File: src/rtl/aging_packet_fifo_unit_macros.svh
// ----------------------------------------------------------------------------
// Aging packet FIFO assertion macros
// Concurrent check wrappers; they compile away when SYNTHESIS is defined.
// ----------------------------------------------------------------------------
`ifndef AGING_PACKET_FIFO_UNIT_MACROS_SVH
`define AGING_PACKET_FIFO_UNIT_MACROS_SVH

`ifndef SYNTHESIS
`define APF_ASSERT(lbl, clk, rst_n, prop, msg) \
    lbl: assert property (@(posedge clk) disable iff (!rst_n) (prop)) else $error(msg);
`define APF_ASSERT_IMPLIES(lbl, clk, rst_n, ante, cons, msg) \
    lbl: assert property (@(posedge clk) disable iff (!rst_n) (ante) |-> (cons)) \
        else $error(msg);
`else
`define APF_ASSERT(lbl, clk, rst_n, prop, msg)
`define APF_ASSERT_IMPLIES(lbl, clk, rst_n, ante, cons, msg)
`endif

`endif

File: src/rtl/apf_pkg.sv
// ----------------------------------------------------------------------------
// Aging packet FIFO package
// Operation codes, register indexes, reset values and the decoded op type.
// ----------------------------------------------------------------------------
package apf_pkg;

    localparam int FUNC_BITS   = 2;
    localparam int CFG_IDX_BITS = 2;
    localparam int MAXENT_BITS = 9;

    localparam logic [FUNC_BITS-1:0] FUNC_ENQ   = 2'd0;
    localparam logic [FUNC_BITS-1:0] FUNC_DEQ   = 2'd1;
    localparam logic [FUNC_BITS-1:0] FUNC_PEEK  = 2'd2;
    localparam logic [FUNC_BITS-1:0] FUNC_FLUSH = 2'd3;

    localparam logic [CFG_IDX_BITS-1:0] CFG_MAX_ENTRIES = 2'd0;
    localparam logic [CFG_IDX_BITS-1:0] CFG_MAX_DELAY   = 2'd1;
    localparam logic [CFG_IDX_BITS-1:0] CFG_SNAP_PERIOD = 2'd2;

    localparam logic [MAXENT_BITS-1:0] MAX_ENTRIES_RST = 9'd200;
    localparam logic [63:0]            MAX_DELAY_RST   = 64'd5000000;
    localparam logic [63:0]            SNAP_PERIOD_RST = 64'd100000;

    typedef struct packed {
        logic enq;
        logic deq;
        logic peek;
        logic flush;
    } t_op;

endpackage

File: src/rtl/apf_front.sv
// ----------------------------------------------------------------------------
// Aging packet FIFO front end
// Accepts commands, decodes the operation and buffers two items for the engine.
// ----------------------------------------------------------------------------
module apf_front import apf_pkg::*; #(
    parameter int TIME_BITS = 48,
    parameter int DESC_BITS = 32
) (
    input  logic                 i_clk,
    input  logic                 i_rst_n,
    input  logic                 i_push,
    output logic                 o_full,
    input  logic [FUNC_BITS-1:0] i_func,
    input  logic [TIME_BITS-1:0] i_now,
    input  logic [DESC_BITS-1:0] i_entry_in,
    output logic                 o_valid,
    input  logic                 i_take,
    output t_op                  o_op,
    output logic [TIME_BITS-1:0] o_now,
    output logic [DESC_BITS-1:0] o_entry
);

    t_op                  r_op_q  [2];
    logic [TIME_BITS-1:0] r_now_q [2];
    logic [DESC_BITS-1:0] r_ent_q [2];
    logic                 r_wp, n_wp;
    logic                 r_rp, n_rp;
    logic [1:0]           r_cnt, n_cnt;
    t_op                  dec_op;
    logic                 push_ok;
    logic                 pop_ok;

    always_comb begin
        dec_op = '0;
        case (i_func)
            FUNC_ENQ:   dec_op.enq   = 1'b1;
            FUNC_DEQ:   dec_op.deq   = 1'b1;
            FUNC_PEEK:  dec_op.peek  = 1'b1;
            FUNC_FLUSH: dec_op.flush = 1'b1;
            default:    dec_op.flush = 1'b1;
        endcase
    end

    assign o_full  = (r_cnt == 2'd2);
    assign o_valid = (r_cnt != 2'd0);
    assign push_ok = i_push && !o_full;
    assign pop_ok  = i_take && o_valid;

    assign o_op    = r_op_q[r_rp];
    assign o_now   = r_now_q[r_rp];
    assign o_entry = r_ent_q[r_rp];

    always_comb begin
        n_wp  = push_ok ? ~r_wp : r_wp;
        n_rp  = pop_ok ? ~r_rp : r_rp;
        n_cnt = r_cnt + {1'b0, push_ok} - {1'b0, pop_ok};
    end

    always_ff @(posedge i_clk) begin
        if (!i_rst_n) begin
            r_wp  <= 1'b0;
            r_rp  <= 1'b0;
            r_cnt <= 2'd0;
        end else begin
            r_wp  <= n_wp;
            r_rp  <= n_rp;
            r_cnt <= n_cnt;
        end
    end

    always_ff @(posedge i_clk) begin
        if (push_ok) begin
            r_op_q[r_wp]  <= dec_op;
            r_now_q[r_wp] <= i_now;
            r_ent_q[r_wp] <= i_entry_in;
        end
    end

endmodule

File: config.mk
export PLATFORM = sky130hd
export DESIGN_NAME = apf_front
export DESIGN_NICKNAME = d
export VERILOG_FILES = /design/src/rtl/aging_packet_fifo_unit_macros.svh /design/src/rtl/apf_pkg.sv /design/src/rtl/apf_front.sv
export SDC_FILE = /design/constraint.sdc
export NUM_CORES = 1
export LEC_CHECK = 0
export BUFFER_PORTS_ARGS = -buffer_cell sky130_fd_sc_hd__buf_4
export CORE_MARGIN = 1.5
export CORE_UTILIZATION = 52
export CTS_CLUSTER_DIAMETER = 120
export CTS_CLUSTER_SIZE = 24
export DETAILED_ROUTE_END_ITERATION = 16
export PLACE_DENSITY = 0.87
export SYNTH_ARGS = -nofsm -noshare
export SYNTH_HDL_FRONTEND = slang
export SYNTH_SLANG_ARGS = --single-unit
File: constraint.sdc
create_clock -name i_clk -period 5.6 [get_ports i_clk]
set_input_delay 1.12 -clock i_clk [delete_from_list [all_inputs] [get_ports i_clk]]
set_output_delay 1.12 -clock i_clk [all_outputs]
set_load 0.02 [all_outputs]
# After elaboration in Yosys (flattened, before gate mapping)
# Memories as Yosys holds them, arrays and structs flattened. A register that Yosys moved wholly into a read port is not among the register bits.
# Cells that the tools add are included.
[word_totals]
ff_bits = 4
ram_bits = 168
out_inout_bits = 86
mem_count = 3
word_cells = 31
[mem_list]
columns = ["memory", "depth", "width", "rd", "rd_ports_with_merged_regs", "wr", "line_no", "text"]
rows = [
  ["r_now_q", 2, 48, 1, 1, 1, "apf_front.sv:24", "logic [TIME_BITS-1:0] r_now_q [2];"],
  ["r_ent_q", 2, 32, 1, 1, 1, "apf_front.sv:25", "logic [DESC_BITS-1:0] r_ent_q [2];"],
  ["r_op_q", 2, 4, 1, 1, 1, "apf_front.sv:23", "t_op r_op_q [2];"],
]
[op_classes]
mux = 12
n_reduce_logical = 5
n_bitwise = 2
n_addsub = 2
n_eq_ne = 4
[op_table]
columns = ["op", "count"]
rows = [
  ["1-bit 2-to-1 mux", 12],
  ["2-bit equality test (second input constant)", 3],
  ["2-bit by 1-bit adder with 2-bit output", 1],
  ["2-bit by 1-bit equality test with 1-bit output (second input constant)", 1],
  ["1-bit logical AND", 2],
  ["2-bit logical NOT", 1],
  ["1-bit inverter", 2],
  ["2-bit nonzero test", 1],
  ["2-bit by 1-bit subtractor with 2-bit output", 1],
  ["1-bit logical NOT", 1],
]

# Longest topological paths before layout
[logic_depth]
depth_word = 5
ltp_mapped = 8
mapped_depth_nobuf = 8

# Least setup slack after synthesis
# Ideal clock, no wire load.
[synth_path]
path_kind = "input port to flip-flop"
startpoint = "in i_push"
endpoint = "mem r_ent_q[0][0] (enable)"
arrival_time_ns = 4.715
t_required_ns = 5.073
path_buffers = 0
setup_slack_ns = 0.358
stages = 2
cell_sequence = "nand2_1 > nor2_1"
[synth_via]
elab_chain_cells = 3
[synth_lines]
columns = ["element", "line_no", "text"]
rows = [
  ["start, declared", "apf_front.sv:11", "input logic i_push,"],
  ["1-bit logical AND", "apf_front.sv:46", "assign push_ok = i_push && !o_full;"],
  ["1-bit 2-to-1 mux", "apf_front.sv:72", "if (push_ok) begin"],
  ["1-bit 2-to-1 mux (not written as such)", "apf_front.sv:75", "r_ent_q[r_wp] <= i_entry_in;"],
  ["end, declared", "apf_front.sv:25", ""],
]
# Every way passes these cells.

==> out/results.md <==
- **result of the run** completed
- **Synthesis Warnings** 0
- **CTS sink cnt** 173
- **number of global-route vias before repair** 3429
- **Post-CTS Repair Setup Buffers** 0
- **worst skew pair latency** 0.42 ns
- **remaining global-route overflow** 0
- **classification of the worst-slack hold path** register to register
- **buffer depth of the longest clock path** 2
- **Max Cap Violations** 0
- **number of DRC violations after detailed routing** 0
- **buffer type at the clock tree root** sky130_fd_sc_hd__clkbuf_16
- **crit path time final** 3.62 ns
- **destination of the worst register-to-register timing path** r_now_q[0][44]$_DFFE_PP_
- **worst slew margin relative to its limit** 23.5%
- **routed vias** 3231
- **synthesized instance count** 290
- **Clock Pin Slew Worst Setup and Hold Paths** 0.06 ns
- **Cell Rows** 40
- **highest fanout seen on the critical path** 59
- **H-Tree Depth** 4
- **wire length per cell** 17.1 µm
- **total inserted antenna cells** 0
- **Synth cell types** 18
- **net count after synthesis** 378
- **worst setup path category** register to output pin
- **die footprint** 13300 µm²
- **slew at the pin closest to its max-slew limit** 1.15 ns
- **worst setup slack after layout** 1.98 ns
- **sequential fraction of the synthesis area** 78.4%
- **Initial Util** 54.0%
- **area delta synth->final** 30.4%
- **synthesized area per cell** 22.6 µm²
- **pwr/cell area** 462 nW/µm²
- **setup repair after global routing missed its margin** false
- **setup slack of the most critical reg-to-reg path** 3.33 ns
- **Netlist Area Pre-Place** 6570 µm²
- **Worst Setup Start Kind** register
- **largest net degree at the start of global routing** 85
- **hold bufs inserted after CTS** 0
- **worst reg2reg path depth** 4
- **total negative setup slack** 0 ns
- **number of antenna violations at the first check in global routing** 0
- **launching point of the worst reg2reg path** r_cnt[0]$_SDFF_PN0_
- **share of the core filled with cells in the final layout** 70.4%
- **setup-violating endpoint count in the final report** 0
- **post-detailed-routing wire length** 11.2 mm
- **number of instances resized during post-cts repair** 0
- **final worst path period share** 64.7%
- **max-slew violation count** 0
- **standard cell core area** 12200 µm²
- **overall die height** 115 µm
- **via density per instance** 4.94
- **clock tree from TritonCTS** done
- **count of buffers inserted at the top-level ports** 171
- **first-pass GRT wire length** 16.6 mm
- **number of routed nets with antenna violations** 0
- **Seq cells post-synth** 173
- **worst min-delay path startpoint** r_wp$_SDFFE_PN0N_
- **minimum setup slack after placement** 2.33 ns
- **Die Width** 115 µm
- **Non-Filler Cell Area, Final** 8560 µm²
- **largest voltage drop on the vdd net** 266 µV
- **global-route usage over all layers** 17.2%
- **total cell area at the placement stage** 8000 µm²
- **# IOs** 172
- **static leakage power** 0.00333 µW
- **clk_skew** 0.00437 ns
- **Max Freq** 276 MHz
- **hold-critical path endpoint** r_wp$_SDFFE_PN0N_
- **Crit path required time** 4.48 ns
- **endpoint class of the critical path** output pin
- **CTS Buf Count** 17
- **placer's final routability congestion estimate** 0.709
- **Final Hold Violating Endpoints** 0
- **DRC violation total after the first TritonRoute iteration** 188
- **share of layout cells above drive strength 1** 59.5%
- **count of cells along the worst hold path** 2
- **HPWL Detailed** 7.25 mm
- **WP data arrival** 2.50 ns
- **number of nets at the end of the flow** 561
- **detailed-router iteration count before antenna repair** 4
## layout by cell type, fill, tap and decap left out
cell type / netlist / layout
sky130_fd_sc_hd__dfxtp_1: 5 / 4
sky130_fd_sc_hd__mux2_2: 24 / 24
sky130_fd_sc_hd__nand2b_1: 2 / 2
sky130_fd_sc_hd__buf_4: 0 / 173
sky130_fd_sc_hd__dfxtp_4: 0 / 1
sky130_fd_sc_hd__mux2i_1: 1 / 1
sky130_fd_sc_hd__and3_4: 0 / 1
sky130_fd_sc_hd__or2_2: 1 / 1
sky130_fd_sc_hd__nor2_4: 0 / 1
sky130_fd_sc_hd__nand2_1: 2 / 2
sky130_fd_sc_hd__and2_1: 3 / 3
sky130_fd_sc_hd__clkinv_2: 0 / 6
sky130_fd_sc_hd__mux2_4: 60 / 60
sky130_fd_sc_hd__nor2b_1: 4 / 4
sky130_fd_sc_hd__clkbuf_16: 0 / 17
sky130_fd_sc_hd__nor2_1: 2 / 1
sky130_fd_sc_hd__inv_1: 2 / 2
sky130_fd_sc_hd__xnor2_1: 3 / 3
sky130_fd_sc_hd__bufinv_16: 0 / 2
sky130_fd_sc_hd__o21a_1: 1 / 1
sky130_fd_sc_hd__clkbuf_1: 0 / 1
sky130_fd_sc_hd__ha_1: 2 / 2
sky130_fd_sc_hd__edfxtp_1: 168 / 168
sky130_fd_sc_hd__clkinv_1: 0 / 3
sky130_fd_sc_hd__clkinv_4: 0 / 3
## worst max-delay path, stage by stage (launching register included)
cell and delay, ns:
sky130_fd_sc_hd__dfxtp_4 1.01, sky130_fd_sc_hd__buf_4 0.51, sky130_fd_sc_hd__mux2_2 0.40, sky130_fd_sc_hd__buf_4 0.16
## registers in the layout (all words and copies together), names as in the netlist, named ones only
register / flops
r_rp: 1
r_ent_q: 64
r_op_q: 8
r_wp: 1
r_cnt: 2
r_now_q: 96
## metal layers
layer / share of wire (%) / GRT usage [%]
met5: 0 / 0
met4: 2.4 / 8.81
met3: 7.5 / 6.22
met2: 50 / 27.9
met1: 40 / 20.2
## how the worst max path moves through the flow
stage,start,to,slack (ns),cells after the start
2_1_floorplan,i_push,r_ent_q[0][0]$_DFFE_PP_,0.36,2
3_3_place_gp,register,o_entry[11],2.38,3
3_5_place_dp,register,o_entry[9],2.33,3
4_1_cts,register,o_entry[18],1.86,3
5_1_grt,register,o_entry[18],1.80,3
6_report,register,o_entry[18],1.98,3
## where the power goes
group,total (µW),leakage (µW),switching (µW),internal (µW)
combinational,1100,0.00143,532,572
sequential,1750,0.00161,117,1630
clock,1100,0.000279,452,648
total,3950,0.00333,1100,2850
## cells in the mapped netlist
master                     number  area, µm²
sky130_fd_sc_hd__mux2_4        60        901
sky130_fd_sc_hd__nor2_1         2       7.51
sky130_fd_sc_hd__o21a_1         1       7.51
sky130_fd_sc_hd__inv_1          2       7.51
sky130_fd_sc_hd__mux2i_1        1       10.0
sky130_fd_sc_hd__and2_1         3       18.8
sky130_fd_sc_hd__dfxtp_1        5        100
sky130_fd_sc_hd__ha_1           2       25.0
sky130_fd_sc_hd__mux2_2        24        270
sky130_fd_sc_hd__or2_2          1       6.26
sky130_fd_sc_hd__xnor2_1        3       26.3
sky130_fd_sc_hd__buf_2          2       10.0
sky130_fd_sc_hd__nor2b_1        4       25.0
sky130_fd_sc_hd__nand2b_1       2       12.5
sky130_fd_sc_hd__buf_6          7       78.8
sky130_fd_sc_hd__edfxtp_1     168       5040
sky130_fd_sc_hd__nand2_1        2       7.51
sky130_fd_sc_hd__and3_1         1       6.26
## per-stage QoR
step	hold WS, ns	total power [µW]	cells
after CTS	0.523	4000	654
after global placement	0.510	2870	622
after global routing	0.547	4110	654
after detailed placement	0.516	2900	622
after floorplan	0.455	2500	290
final	0.519	3950	654
## cell type report
class                           instances  area [µm²]
Sequential cell                       173        5150
Inverter                                2        7.51
Timing Repair Buffer                  173        1300
Fill cell                             761        3600
Clock buffer                           18         429
Tap cell                              168         210
Multi-Input combinational cell        106        1340
Clock inverter                         14         128
## kinds of logic after synthesis
| group | Yosys count | synth area share, % |
|---|---|---|
| xor gates and xnor gates | 3 | 0.400 |
| and+or+nand+nor | 15 | 1.28 |
| adders and majority gates | 2 | 0.381 |
| DFF | 173 | 78.4 |
| AOI/OAI and AO/OA | 1 | 0.114 |
| buffers and inverters | 11 | 1.47 |
| muxes | 85 | 18.0 |
(Power assumes the default switching activity.)
