### config.mk
export PLATFORM = sky130hd
export DESIGN_NAME = apf_resq
export DESIGN_NICKNAME = d
export VERILOG_FILES = /design/src/rtl/aging_packet_fifo_unit_macros.svh /design/src/rtl/apf_pkg.sv /design/src/rtl/apf_resq.sv
export SDC_FILE = /design/constraint.sdc
export NUM_CORES = 1
export LEC_CHECK = 0
export ABC_CLOCK_PERIOD_IN_PS = 1700
export BUFFER_PORTS_ARGS = -buffer_cell sky130_fd_sc_hd__buf_4
export CORE_ASPECT_RATIO = 1.25
export CORE_MARGIN = 4
export CORE_UTILIZATION = 46
export CTS_BUF_LIST = sky130_fd_sc_hd__clkbuf_2
export CTS_CLUSTER_SIZE = 16
export DETAILED_ROUTE_END_ITERATION = 12
export PLACE_DENSITY = 0.74
export SYNTH_ARGS = -nofsm -noshare
export SYNTH_HDL_FRONTEND = slang
export SYNTH_SLANG_ARGS = --single-unit
### constraint.sdc
create_clock -name i_clk -period 1.7 [get_ports i_clk]
set_clock_uncertainty 0.1 [all_clocks]
set_input_delay 0.085 -clock i_clk [delete_from_list [all_inputs] [get_ports i_clk]]
set_output_delay 0.085 -clock i_clk [all_outputs]
set_load 0.01 [all_outputs]
### src/rtl/aging_packet_fifo_unit_macros.svh
// ----------------------------------------------------------------------------
// Aging packet FIFO assertion macros
// Concurrent check wrappers; they compile away when SYNTHESIS is defined.
// ----------------------------------------------------------------------------
`ifndef AGING_PACKET_FIFO_UNIT_MACROS_SVH
`define AGING_PACKET_FIFO_UNIT_MACROS_SVH

`ifndef SYNTHESIS
`define APF_ASSERT(lbl, clk, rst_n, prop, msg) \
    lbl: assert property (@(posedge clk) disable iff (!rst_n) (prop)) else $error(msg);
`define APF_ASSERT_IMPLIES(lbl, clk, rst_n, ante, cons, msg) \
    lbl: assert property (@(posedge clk) disable iff (!rst_n) (ante) |-> (cons)) \
        else $error(msg);
`else
`define APF_ASSERT(lbl, clk, rst_n, prop, msg)
`define APF_ASSERT_IMPLIES(lbl, clk, rst_n, ante, cons, msg)
`endif

`endif

### src/rtl/apf_pkg.sv
// ----------------------------------------------------------------------------
// Aging packet FIFO package
// Operation codes, register indexes, reset values and the decoded op type.
// ----------------------------------------------------------------------------
package apf_pkg;

    localparam int FUNC_BITS   = 2;
    localparam int CFG_IDX_BITS = 2;
    localparam int MAXENT_BITS = 9;

    localparam logic [FUNC_BITS-1:0] FUNC_ENQ   = 2'd0;
    localparam logic [FUNC_BITS-1:0] FUNC_DEQ   = 2'd1;
    localparam logic [FUNC_BITS-1:0] FUNC_PEEK  = 2'd2;
    localparam logic [FUNC_BITS-1:0] FUNC_FLUSH = 2'd3;

    localparam logic [CFG_IDX_BITS-1:0] CFG_MAX_ENTRIES = 2'd0;
    localparam logic [CFG_IDX_BITS-1:0] CFG_MAX_DELAY   = 2'd1;
    localparam logic [CFG_IDX_BITS-1:0] CFG_SNAP_PERIOD = 2'd2;

    localparam logic [MAXENT_BITS-1:0] MAX_ENTRIES_RST = 9'd200;
    localparam logic [63:0]            MAX_DELAY_RST   = 64'd5000000;
    localparam logic [63:0]            SNAP_PERIOD_RST = 64'd100000;

    typedef struct packed {
        logic enq;
        logic deq;
        logic peek;
        logic flush;
    } t_op;

endpackage

### src/rtl/apf_resq.sv
// ----------------------------------------------------------------------------
// Aging packet FIFO result queue
// Two-entry queue that holds finished results until they are popped.
// ----------------------------------------------------------------------------
module apf_resq import apf_pkg::*; #(
    parameter int W = 8
) (
    input  logic         i_clk,
    input  logic         i_rst_n,
    input  logic         i_push,
    output logic         o_full,
    input  logic [W-1:0] i_data,
    output logic         o_empty,
    input  logic         i_pop,
    output logic [W-1:0] o_data
);

    logic [W-1:0] r_data [2];
    logic         r_wp, n_wp;
    logic         r_rp, n_rp;
    logic [1:0]   r_cnt, n_cnt;
    logic         push_ok;
    logic         pop_ok;

    assign o_full  = (r_cnt == 2'd2);
    assign o_empty = (r_cnt == 2'd0);
    assign push_ok = i_push && !o_full;
    assign pop_ok  = i_pop && !o_empty;
    assign o_data  = r_data[r_rp];

    always_comb begin
        n_wp  = push_ok ? ~r_wp : r_wp;
        n_rp  = pop_ok ? ~r_rp : r_rp;
        n_cnt = r_cnt + {1'b0, push_ok} - {1'b0, pop_ok};
    end

    always_ff @(posedge i_clk) begin
        if (!i_rst_n) begin
            r_wp  <= 1'b0;
            r_rp  <= 1'b0;
            r_cnt <= 2'd0;
        end else begin
            r_wp  <= n_wp;
            r_rp  <= n_rp;
            r_cnt <= n_cnt;
        end
    end

    always_ff @(posedge i_clk) begin
        if (push_ok) begin
            r_data[r_wp] <= i_data;
        end
    end

endmodule

======== Yosys cells after proc, flatten, opt, wreduce, memory -nomap -nowiden ========
Memory sizes are Yosys's and may differ from the RTL's. A register that Yosys moved wholly into a read port is not among the register bits.
Index checks and enable logic that the tools add are counted.
word-level totals
  register bits ........................... 4
  RAM bits ................................ 16
  input bits .............................. 12
  output and inout bits ................... 10
  memories ................................ 1
memory list
  memory  depth  bits a word  rd ports  clocked after Yosys merged registers in  write ports  RTL line        source
  r_data  2      8            1         1                                        1            apf_resq.sv:18  logic [W-1:0] r_data [2];
cells by class
  $add $sub $neg .......................... 2
  equality and inequality tests ........... 1
  multiplexer cells ....................... 4
  bitwise operators ....................... 2
  reductions and logical operators ........ 5
operators with widths
  cell                                         number
  1-bit two-way mux                            4
  2-bit by 1-bit adder with 2-bit output       1
  2-bit == test, second input constant         1
  1-bit logical AND                            2
  1-bit zero test                              2
  2-bit zero test                              1
  1-bit NOT                                    2
  2-bit by 1-bit subtractor with 2-bit output  1

======== Logic depth before layout (Yosys ltp) ========
Gate-level depths: netlist of run 1.
  depth after elaboration ................. 5
  depth in mapped cells ................... 8
  mapped depth without buffers ............ 8

======== Worst setup path before layout of run 1 ========
OpenSTA, ideal clock, no wires.
  kind .................................... register to register
  start ................................... reg r_cnt[0]
  end ..................................... reg r_cnt[1]
  arrival time ............................ 1467 ps
  data required time ...................... 1522 ps
  path slack .............................. 55 ps
  stages on the path, launching flop included .. 9
  path buffers ............................ 0
  clock period less this slack ............ 1645 ps
  cells stage by stage .................... dfxtp_1 > nand2b_1 > nand2_1 > ha_1 > inv_1 > ha_1 > xor2_1 > and2_2 > nor3_1
on the way
  longest elaborated chain between the ends .. 5
RTL lines
  element                                          RTL line        source
  start, declared                                  apf_resq.sv:21  logic [1:0] r_cnt, n_cnt;
  start signal, assigned                           apf_resq.sv:45  r_cnt <= n_cnt;
  2-bit == test                                    apf_resq.sv:25  assign o_full = (r_cnt == 2'd2);
  1-bit zero test                                  apf_resq.sv:27  assign push_ok = i_push && !o_full;
  1-bit logical AND                                apf_resq.sv:27
  2-bit by 1-bit adder with 2-bit output           apf_resq.sv:34  n_cnt = r_cnt + {1'b0, push_ok} - {1'b0, pop_ok};
  2-bit by 1-bit subtractor with 2-bit output (*)  apf_resq.sv:34
Every way passes the cells marked *; elsewhere a longest branch is shown, timed or not.
A chain may end at the register's enable or synchronous reset.

======== Final worst setup path of run 1 ========
  start ................................... reg r_cnt[0]
  end ..................................... reg r_cnt[1]
RTL lines
  element                                      RTL line        source
  2-bit zero test                              apf_resq.sv:26  assign o_empty = (r_cnt == 2'd0);
  1-bit zero test                              apf_resq.sv:28  assign pop_ok = i_pop && !o_empty;
  1-bit logical AND                            apf_resq.sv:28
  via pop_ok                                   apf_resq.sv:23  logic pop_ok;
  2-bit by 1-bit subtractor with 2-bit output  apf_resq.sv:34
The timed path passes the listed nets, and every way through them passes these cells.

==> impl_results.md, run 1 <==
- Commonest non-fill, non-tap cell in the layout: buf_4
- Cell taking the most area after synthesis: edfxtp_1
- Fin util: 73.07%
- Slowest-stage cell, CP: dfxtp_4
- Mapped Avg Cell Area: 15.62 um2
- CP Class: reg2reg
- RR Endpoint: r_cnt[1]
- Die H: 54.98 um
- Placeable Area: 1622 um2
- Placed cells: 92
- Post-Route Setup TNS: 0 ps
- Worst Hold Class: in2reg
- Max Cap Viol: 0
- #FFs+latches synth: 21
- Later-pin clock latency in the skew report: 300 ps
- CTS tree: done
- Placed Area: 1002 um2
- Overall power: 1.615 mW
- Largest stage delay, worst path: 390 ps
- Hold Slack: 76.10 ps
- Syn-to-layout area delta: 45.92%
- Hold Startpoint: i_push
- Ports: 22
- Post-synth top area share: 59.17%
- Die width: 45.58 um
- R2R Path Start: r_cnt[0]
- Mapped Nets: 66
- Worst Max-Slew Pin Slew: 378.7 ps
- Crit-path max FO: 4
- Final WL: 1.579 mm
- Vias: 515
- Endpoints failing setup: 0
- Worst Hold Path Cells: 4
- Final-report hold violation count: 0
- Max Slew Vio Count: 0
- CP required: 1830 ps
- Pin count of the biggest net entering global routing: 12
- Worst r2r path cells: 7
- Final WS setup: 51.15 ps
- Top delay family on crit path: adder cells
- Hold Path End: r_wp
- Total gr overflow: 0
- Sequential fraction of the synthesis area: 71.49%
- Period minus WS final: 1649 ps
- Outcome: finished clean
- Period utilization: 96.99%
- Die area: 2506 um2
- IO Port Bufs: 21
- Final Cell Area: 1185 um2
- Layout cells sized above 1: 53.93%
- 1st-iter DRT viols: 9
- Initial antenna violation count: 0
- WP buf/inv: 1
- Peak VDD IR: 1.165 mV
- Vias per std cell: 4.813
- Post-DP HPWL: 1.050 mm
- Nets@finish: 104
- Site Rows: 16
- Place WS: -32.38 ps
- Routability cong.: 0.7216
- Power per cell area: 1363 nW/um2
- Vias in the first global route: 550
- Root Driver: clkbuf_2
- Critical path, cell by cell: o21a_4 > ha_4 > inv_2 > ha_2 > xor2_2 > and2_4 > nor3_2
- Total GRT Usage: 14.10%
- Total CTS buffers: 3
- Post-Layout Cell Count: 107
- Starting Density: 50.08%
- Max Fclk: 606.5 MHz
- Post-DRT Antenna Nets: 0
- Startpoint Class: flop
- Max Root-Sink Buffers: 2
- Synth unique cells: 17
- R2r setup slk: 50 ps
- Synth warnings: 0
- Commonest cells after routing, fill and taps aside: 25 x buf_4, 16 x edfxtp_1, 9 x dlygate4sd3_1
- Post-Synthesis Cells: 52
- Slew headroom: 74.76%
- DRC viols: 0
- Diode count: 0
- Critical Path End Type: flop
- Leakage power: 0.4885 nW
- Wire length per cell: 14.76 um
- # clock sinks: 21
- H-tree Lvls: 1
- First-pass GRT wire length: 2.463 mm
- Area contributors post-synth: edfxtp_1 59%, dfxtp_1 12%, mux2_2 11%, ha_1 3.1%, nor2_1 2.3%
- Cell Area, Synth: 812.0 um2
- Crit path DAT: 1780 ps
- Clock transition at path regs: 180 ps
- DRT Pass-1 Iters: 4
registers in the layout, summed over array words and instances, names as in the netlist, named ones only:
register and flops:
r_wp 1, r_data 16, r_rp 1, r_cnt 2
cells in the mapped netlist:
master / count
inv_1: 3
nor2_1: 5
dfxtp_1: 5
nand2b_1: 2
nand2_1: 2
xnor2_1: 1
buf_2: 1
mux2i_1: 1
and2_2: 1
nor3_1: 1
ha_1: 2
mux2_2: 8
edfxtp_1: 16
o21a_2: 1
and3_1: 1
and2_1: 1
xor2_1: 1
worst max-delay path by stage:
| stage | from | to | slack (ps) | cells past startpoint |
|---|---|---|---|---|
| after floorplan | r_cnt[0] | r_cnt[1] | 50 | 8 |
| after global placement | r_cnt[1] | r_cnt[1] | 70 | 7 |
| after detailed placement | r_cnt[0] | r_cnt[1] | -30 | 8 |
| after CTS | r_cnt[0] | r_cnt[1] | 20 | 8 |
| after global routing | r_cnt[0] | r_cnt[1] | -10 | 7 |
| final | r_cnt[0] | r_cnt[1] | 50 | 7 |
worst min-delay path, cell delays in order:
cell	delay, ps
buf_4	120
nand2_4	70
buf_4	110
mux2i_1	60
logic make-up (layout without fill, tap and decap cells):
| logic type | Yosys count | after routing | share of synthesized area (%) |
|---|---|---|---|
| AOI/OAI and AO/OA | 1 | 1 | 1.079 |
| buffers and inverters | 4 | 41 | 2.002 |
| xor gates and xnor gates | 2 | 2 | 2.158 |
| DFF | 21 | 21 | 71.50 |
| and+or+nand+nor | 13 | 13 | 7.859 |
| muxes | 9 | 9 | 12.33 |
| adders and majority gates | 2 | 2 | 3.081 |
area by class of cell:
cell class	instances	area [um2]
flip-flops and latches	21	588.1
clock buffers	4	20.02
inverters	3	11.26
multi-input cells	27	265.3
repair buffers	34	277.8
fillers	104	436.7
well taps	18	22.52
report_power, final:
group          internal [mW]  total (mW)  switching [mW]
clock network         0.0624       0.199           0.136
logic                  0.378       0.654           0.276
registers              0.682       0.763          0.0808
timing repair:
action	in CTS	in global routing
setup endpoints to repair	1	1
gates cloned	0	0
gates resized for setup	6	8
buffers inserted	2	0
pin swaps	1	1
hold buffers	9	0
endpoints found under the hold margin	21	0
layer usage:
layer	up-vias	GRT usage (%)	wire, um
li1	258	-	-
met1	239	15.09	626
met2	16	27.21	860
met3	2	2.589	80
met4	0	4.390	10
met5	-	0	0
No activity file was read; power rests on OpenSTA's default activity.
==> run 2: changes to the inputs <==
- CELL_PAD_IN_SITES_DETAIL_PLACEMENT: not set -> 1
- CELL_PAD_IN_SITES_GLOBAL_PLACEMENT: not set -> 1
- CORE_UTILIZATION: 46 -> 38
- PLACE_DENSITY: 0.74 -> not set
- PLACE_DENSITY_LB_ADDON: not set -> 0.1
==> run 2 against run 1 <==
Cell count rose by 3.7%. Worst setup slack worse by 21 ps. Flip-flop and latch count stayed put. Maximum frequency decreased by 1.3%. Power grew 3.1%. Clock power hardly changed. Global-route usage decreased by 1.3 points. Critical endpoint unchanged.
==> impl_results.md, run 2 (synthesis gave the netlist of run 1 again) <==
- Outcome: finished clean (unchanged)
- Pin count of the biggest net entering global routing: 12 (unchanged)
- IO Port Bufs: 21 (unchanged)
- FILL cells: 210 (was 104)
- Max Cap Viol: 0 (unchanged)
- Combinational Power Share: 42.7% (was 40.5%)
- RR Endpoint: r_cnt[1] (unchanged)
- Vias: 534 (was 515)
- Power per cell area: 1375 nW/um2 (was 1363 nW/um2)
- DRC viols: 0 (unchanged)
- Met3 wire length: 71 um (was 80 um)
- Top flop regs: r_data: 16 flops, r_cnt: 2 flops (unchanged)
- Top delay family on crit path: adder cells (unchanged)
- Max Fclk: 598.7 MHz (was 606.5 MHz)
- Placed cells: 96 (was 92)
- Worst Hold Class: in2reg (unchanged)
- Post-Layout Cell Count: 111 (was 107)
- WP buf/inv: 1 (unchanged)
- Layout cells sized above 1: 56.04% (was 53.93%)
- Fin util: 60.42% (was 73.07%)
- Crit-path max FO: 3 (was 4)
- Diode count: 0 (unchanged)
- Max Root-Sink Buffers: 2 (unchanged)
- Final WL: 1.696 mm (was 1.579 mm)
- Clock transition at path regs: 180 ps (about the same)
- Site Rows: 18 (was 16)
- Die area: 2945 um2 (was 2506 um2)
- Internal power: 1.154 mW (was 1.122 mW)
- Commonest cells after routing, fill and taps aside: 27 x buf_4, 16 x edfxtp_1, 9 x dlygate4sd3_1 (was 25 x buf_4, 16 x edfxtp_1, 9 x dlygate4sd3_1)
- Max Used Layer: met4 (unchanged)
- Largest stage delay, worst path: 400 ps (was 390 ps)
- CP required: 1840 ps (was 1830 ps)
- Wire length per cell: 15.28 um (was 14.76 um)
- Starting Density: 40.51% (was 50.08%)
- Placeable Area: 2004 um2 (was 1622 um2)
- CTS tree: done (unchanged)
- Most frequent CP cell: ha_4
- Cell depth of the worst setup path: 7 (unchanged)
- Initial antenna violation count: 0 (unchanged)
- Total GRT Usage: 12.75% (was 14.10%)
- Vias per std cell: 4.811 (was 4.813)
- Endpoints failing setup: 0 (unchanged)
- Largest register FFs: 16 (unchanged)
- Critical Path End Type: flop (unchanged)
- Post-DRT Antenna Nets: 0 (unchanged)
- Worst Max-Slew Pin Slew: 408.6 ps (was 378.7 ps)
- Ports: 22 (unchanged)
- First-pass GRT wire length: 2.739 mm (was 2.463 mm)
- Clock power share: 11.9% (was 12.3%)
- 1st-iter DRT viols: 5 (was 9)
- Leakage power: 0.5012 nW (was 0.4885 nW)
- Post-DP HPWL: 1.072 mm (was 1.050 mm)
- Max Slew Vio Count: 0 (unchanged)
- Period utilization: 98.25% (was 96.99%)
- Routability cong.: 0.6493 (was 0.7216)
- Sw Ratio: 30.69% (was 30.50%)
- Worst setup endpoint: r_cnt[1] (unchanged)
- Die H: 59.69 um (was 54.98 um)
- Worst Hold Path Cells: 4 (unchanged)
- Worst r2r path cells: 7 (unchanged)
- Crit path DAT: 1810 ps (was 1780 ps)
- Worst Setup SP: r_cnt[1] (was r_cnt[0])
- RSZ-0062 raised after global routing: yes
- Vias in the first global route: 595 (was 550)
- Switching power total: 0.5112 mW (was 0.4926 mW)
- Die width: 49.35 um (was 45.58 um)
- Syn-to-layout area delta: 49.15% (was 45.92%)
- Slew headroom: 72.76% (was 74.76%)
- R2r setup slk: 30 ps (was 50 ps)
- H-tree Lvls: 1 (unchanged)
- # clock sinks: 21 (unchanged)
- Met2 Wirelength: 1.036 mm (was 860 um)
- Critical path, cell by cell: o21a_4 > ha_4 > inv_2 > ha_4 > xor2_2 > and2_4 > nor3_2 (was o21a_4 > ha_4 > inv_2 > ha_2 > xor2_2 > and2_4 > nor3_2)
- DRT Pass-1 Iters: 3 (was 4)
- Slowest-stage cell, CP: dfxtp_4 (unchanged)
- Total CTS buffers: 3 (unchanged)
- Startpoint Class: flop (unchanged)
- Root Driver: clkbuf_2 (unchanged)
- R2R Path Start: r_cnt[1] (was r_cnt[0])
- CP Class: reg2reg (unchanged)
- Met1 WL: 577 um (was 626 um)
- Commonest non-fill, non-tap cell in the layout: buf_4 (unchanged)
- Sequential power share: 45.5% (was 47.2%)
- Hold Slack: 79.84 ps (was 76.10 ps)
- Period minus WS final: 1670 ps (was 1649 ps)
- Total gr overflow: 0 (unchanged)
- Overall power: 1.666 mW (was 1.615 mW)
- Final-report hold violation count: 0 (unchanged)
- Peak VDD IR: 0.8358 mV (was 1.165 mV)
- Later-pin clock latency in the skew report: 300 ps (about the same)
- Nets@finish: 106 (was 104)
- Top reg by flops: r_data (unchanged)
run 2: changes by cell type in the layout (fill, tap and decap cells not counted):
cell	delta
dfxtp_1	-1
buf_4	+2
ha_2	-1
dfxtp_2	+2
ha_4	+1
dfxtp_4	-1
run 2: routing by layer:
layer / up-vias / track usage (%)
met5: - / 0
met4: 0 / 6.098
met3: 2 / 2.993
met2: 12 / 24.52
met1: 261 / 12.90
li1: 259 / -
run 2: worst register-to-register path, cell delays in order (launching register included):
cell and delay [ps]:
dfxtp_4 400, o21a_4 230, ha_4 260, inv_2 40, ha_4 150, xor2_2 140
and2_4 140, nor3_2 140
run 2: per-stage QoR:
step	worst slack (ps)	setup TNS, ps	cell area [um2]
after floorplan	54.99	0	812.0
after global placement	11.41	0	1020
after detailed placement	-38.54	-38.54	1020
after CTS	5.090	0	1145
after global routing	-16.83	-16.83	1211
final	29.69	0	1211
run 2: worst min-delay path by stage:
| stage | start | end | slack, ps |
|---|---|---|---|
| after floorplan | i_data[0] | r_data[0][0] | 80 |
| after global placement | i_data[4] | r_data[1][4] | 170 |
| after detailed placement | i_data[5] | r_data[0][5] | 170 |
| after CTS | i_pop | r_rp | 70 |
| after global routing | i_push | r_wp | 40 |
| final | i_push | r_wp | 80 |
run 2: timing repair:
action,4_1_cts,5_1_grt
hold buffers,9,0
gates resized for setup,4,11
pin swaps,1,3
setup buffers,0,2
endpoints found under the hold margin,21,0
endpoints found under the setup margin,1,7
run 2: layout make-up:
cell class                 instances  area, um2  area share (%)
timing repair buffer              36      292.8           24.17
clock buffer                       4      20.02           1.653
multi-input combinational         27      275.3           22.73
sequential                        21      586.8           48.45
inverter                           3      11.26          0.9298
tap                               20      25.02           2.066
run 2: power groups by stage:
stage	Clock [mW]	Combinational, mW	Sequential [mW]
after global placement	0	0.542	0.746
final	0.198	0.711	0.757
after CTS	0.209	0.593	0.750
after floorplan	0	0.322	0.714
after detailed placement	0	0.555	0.750
after global routing	0.234	0.783	0.777
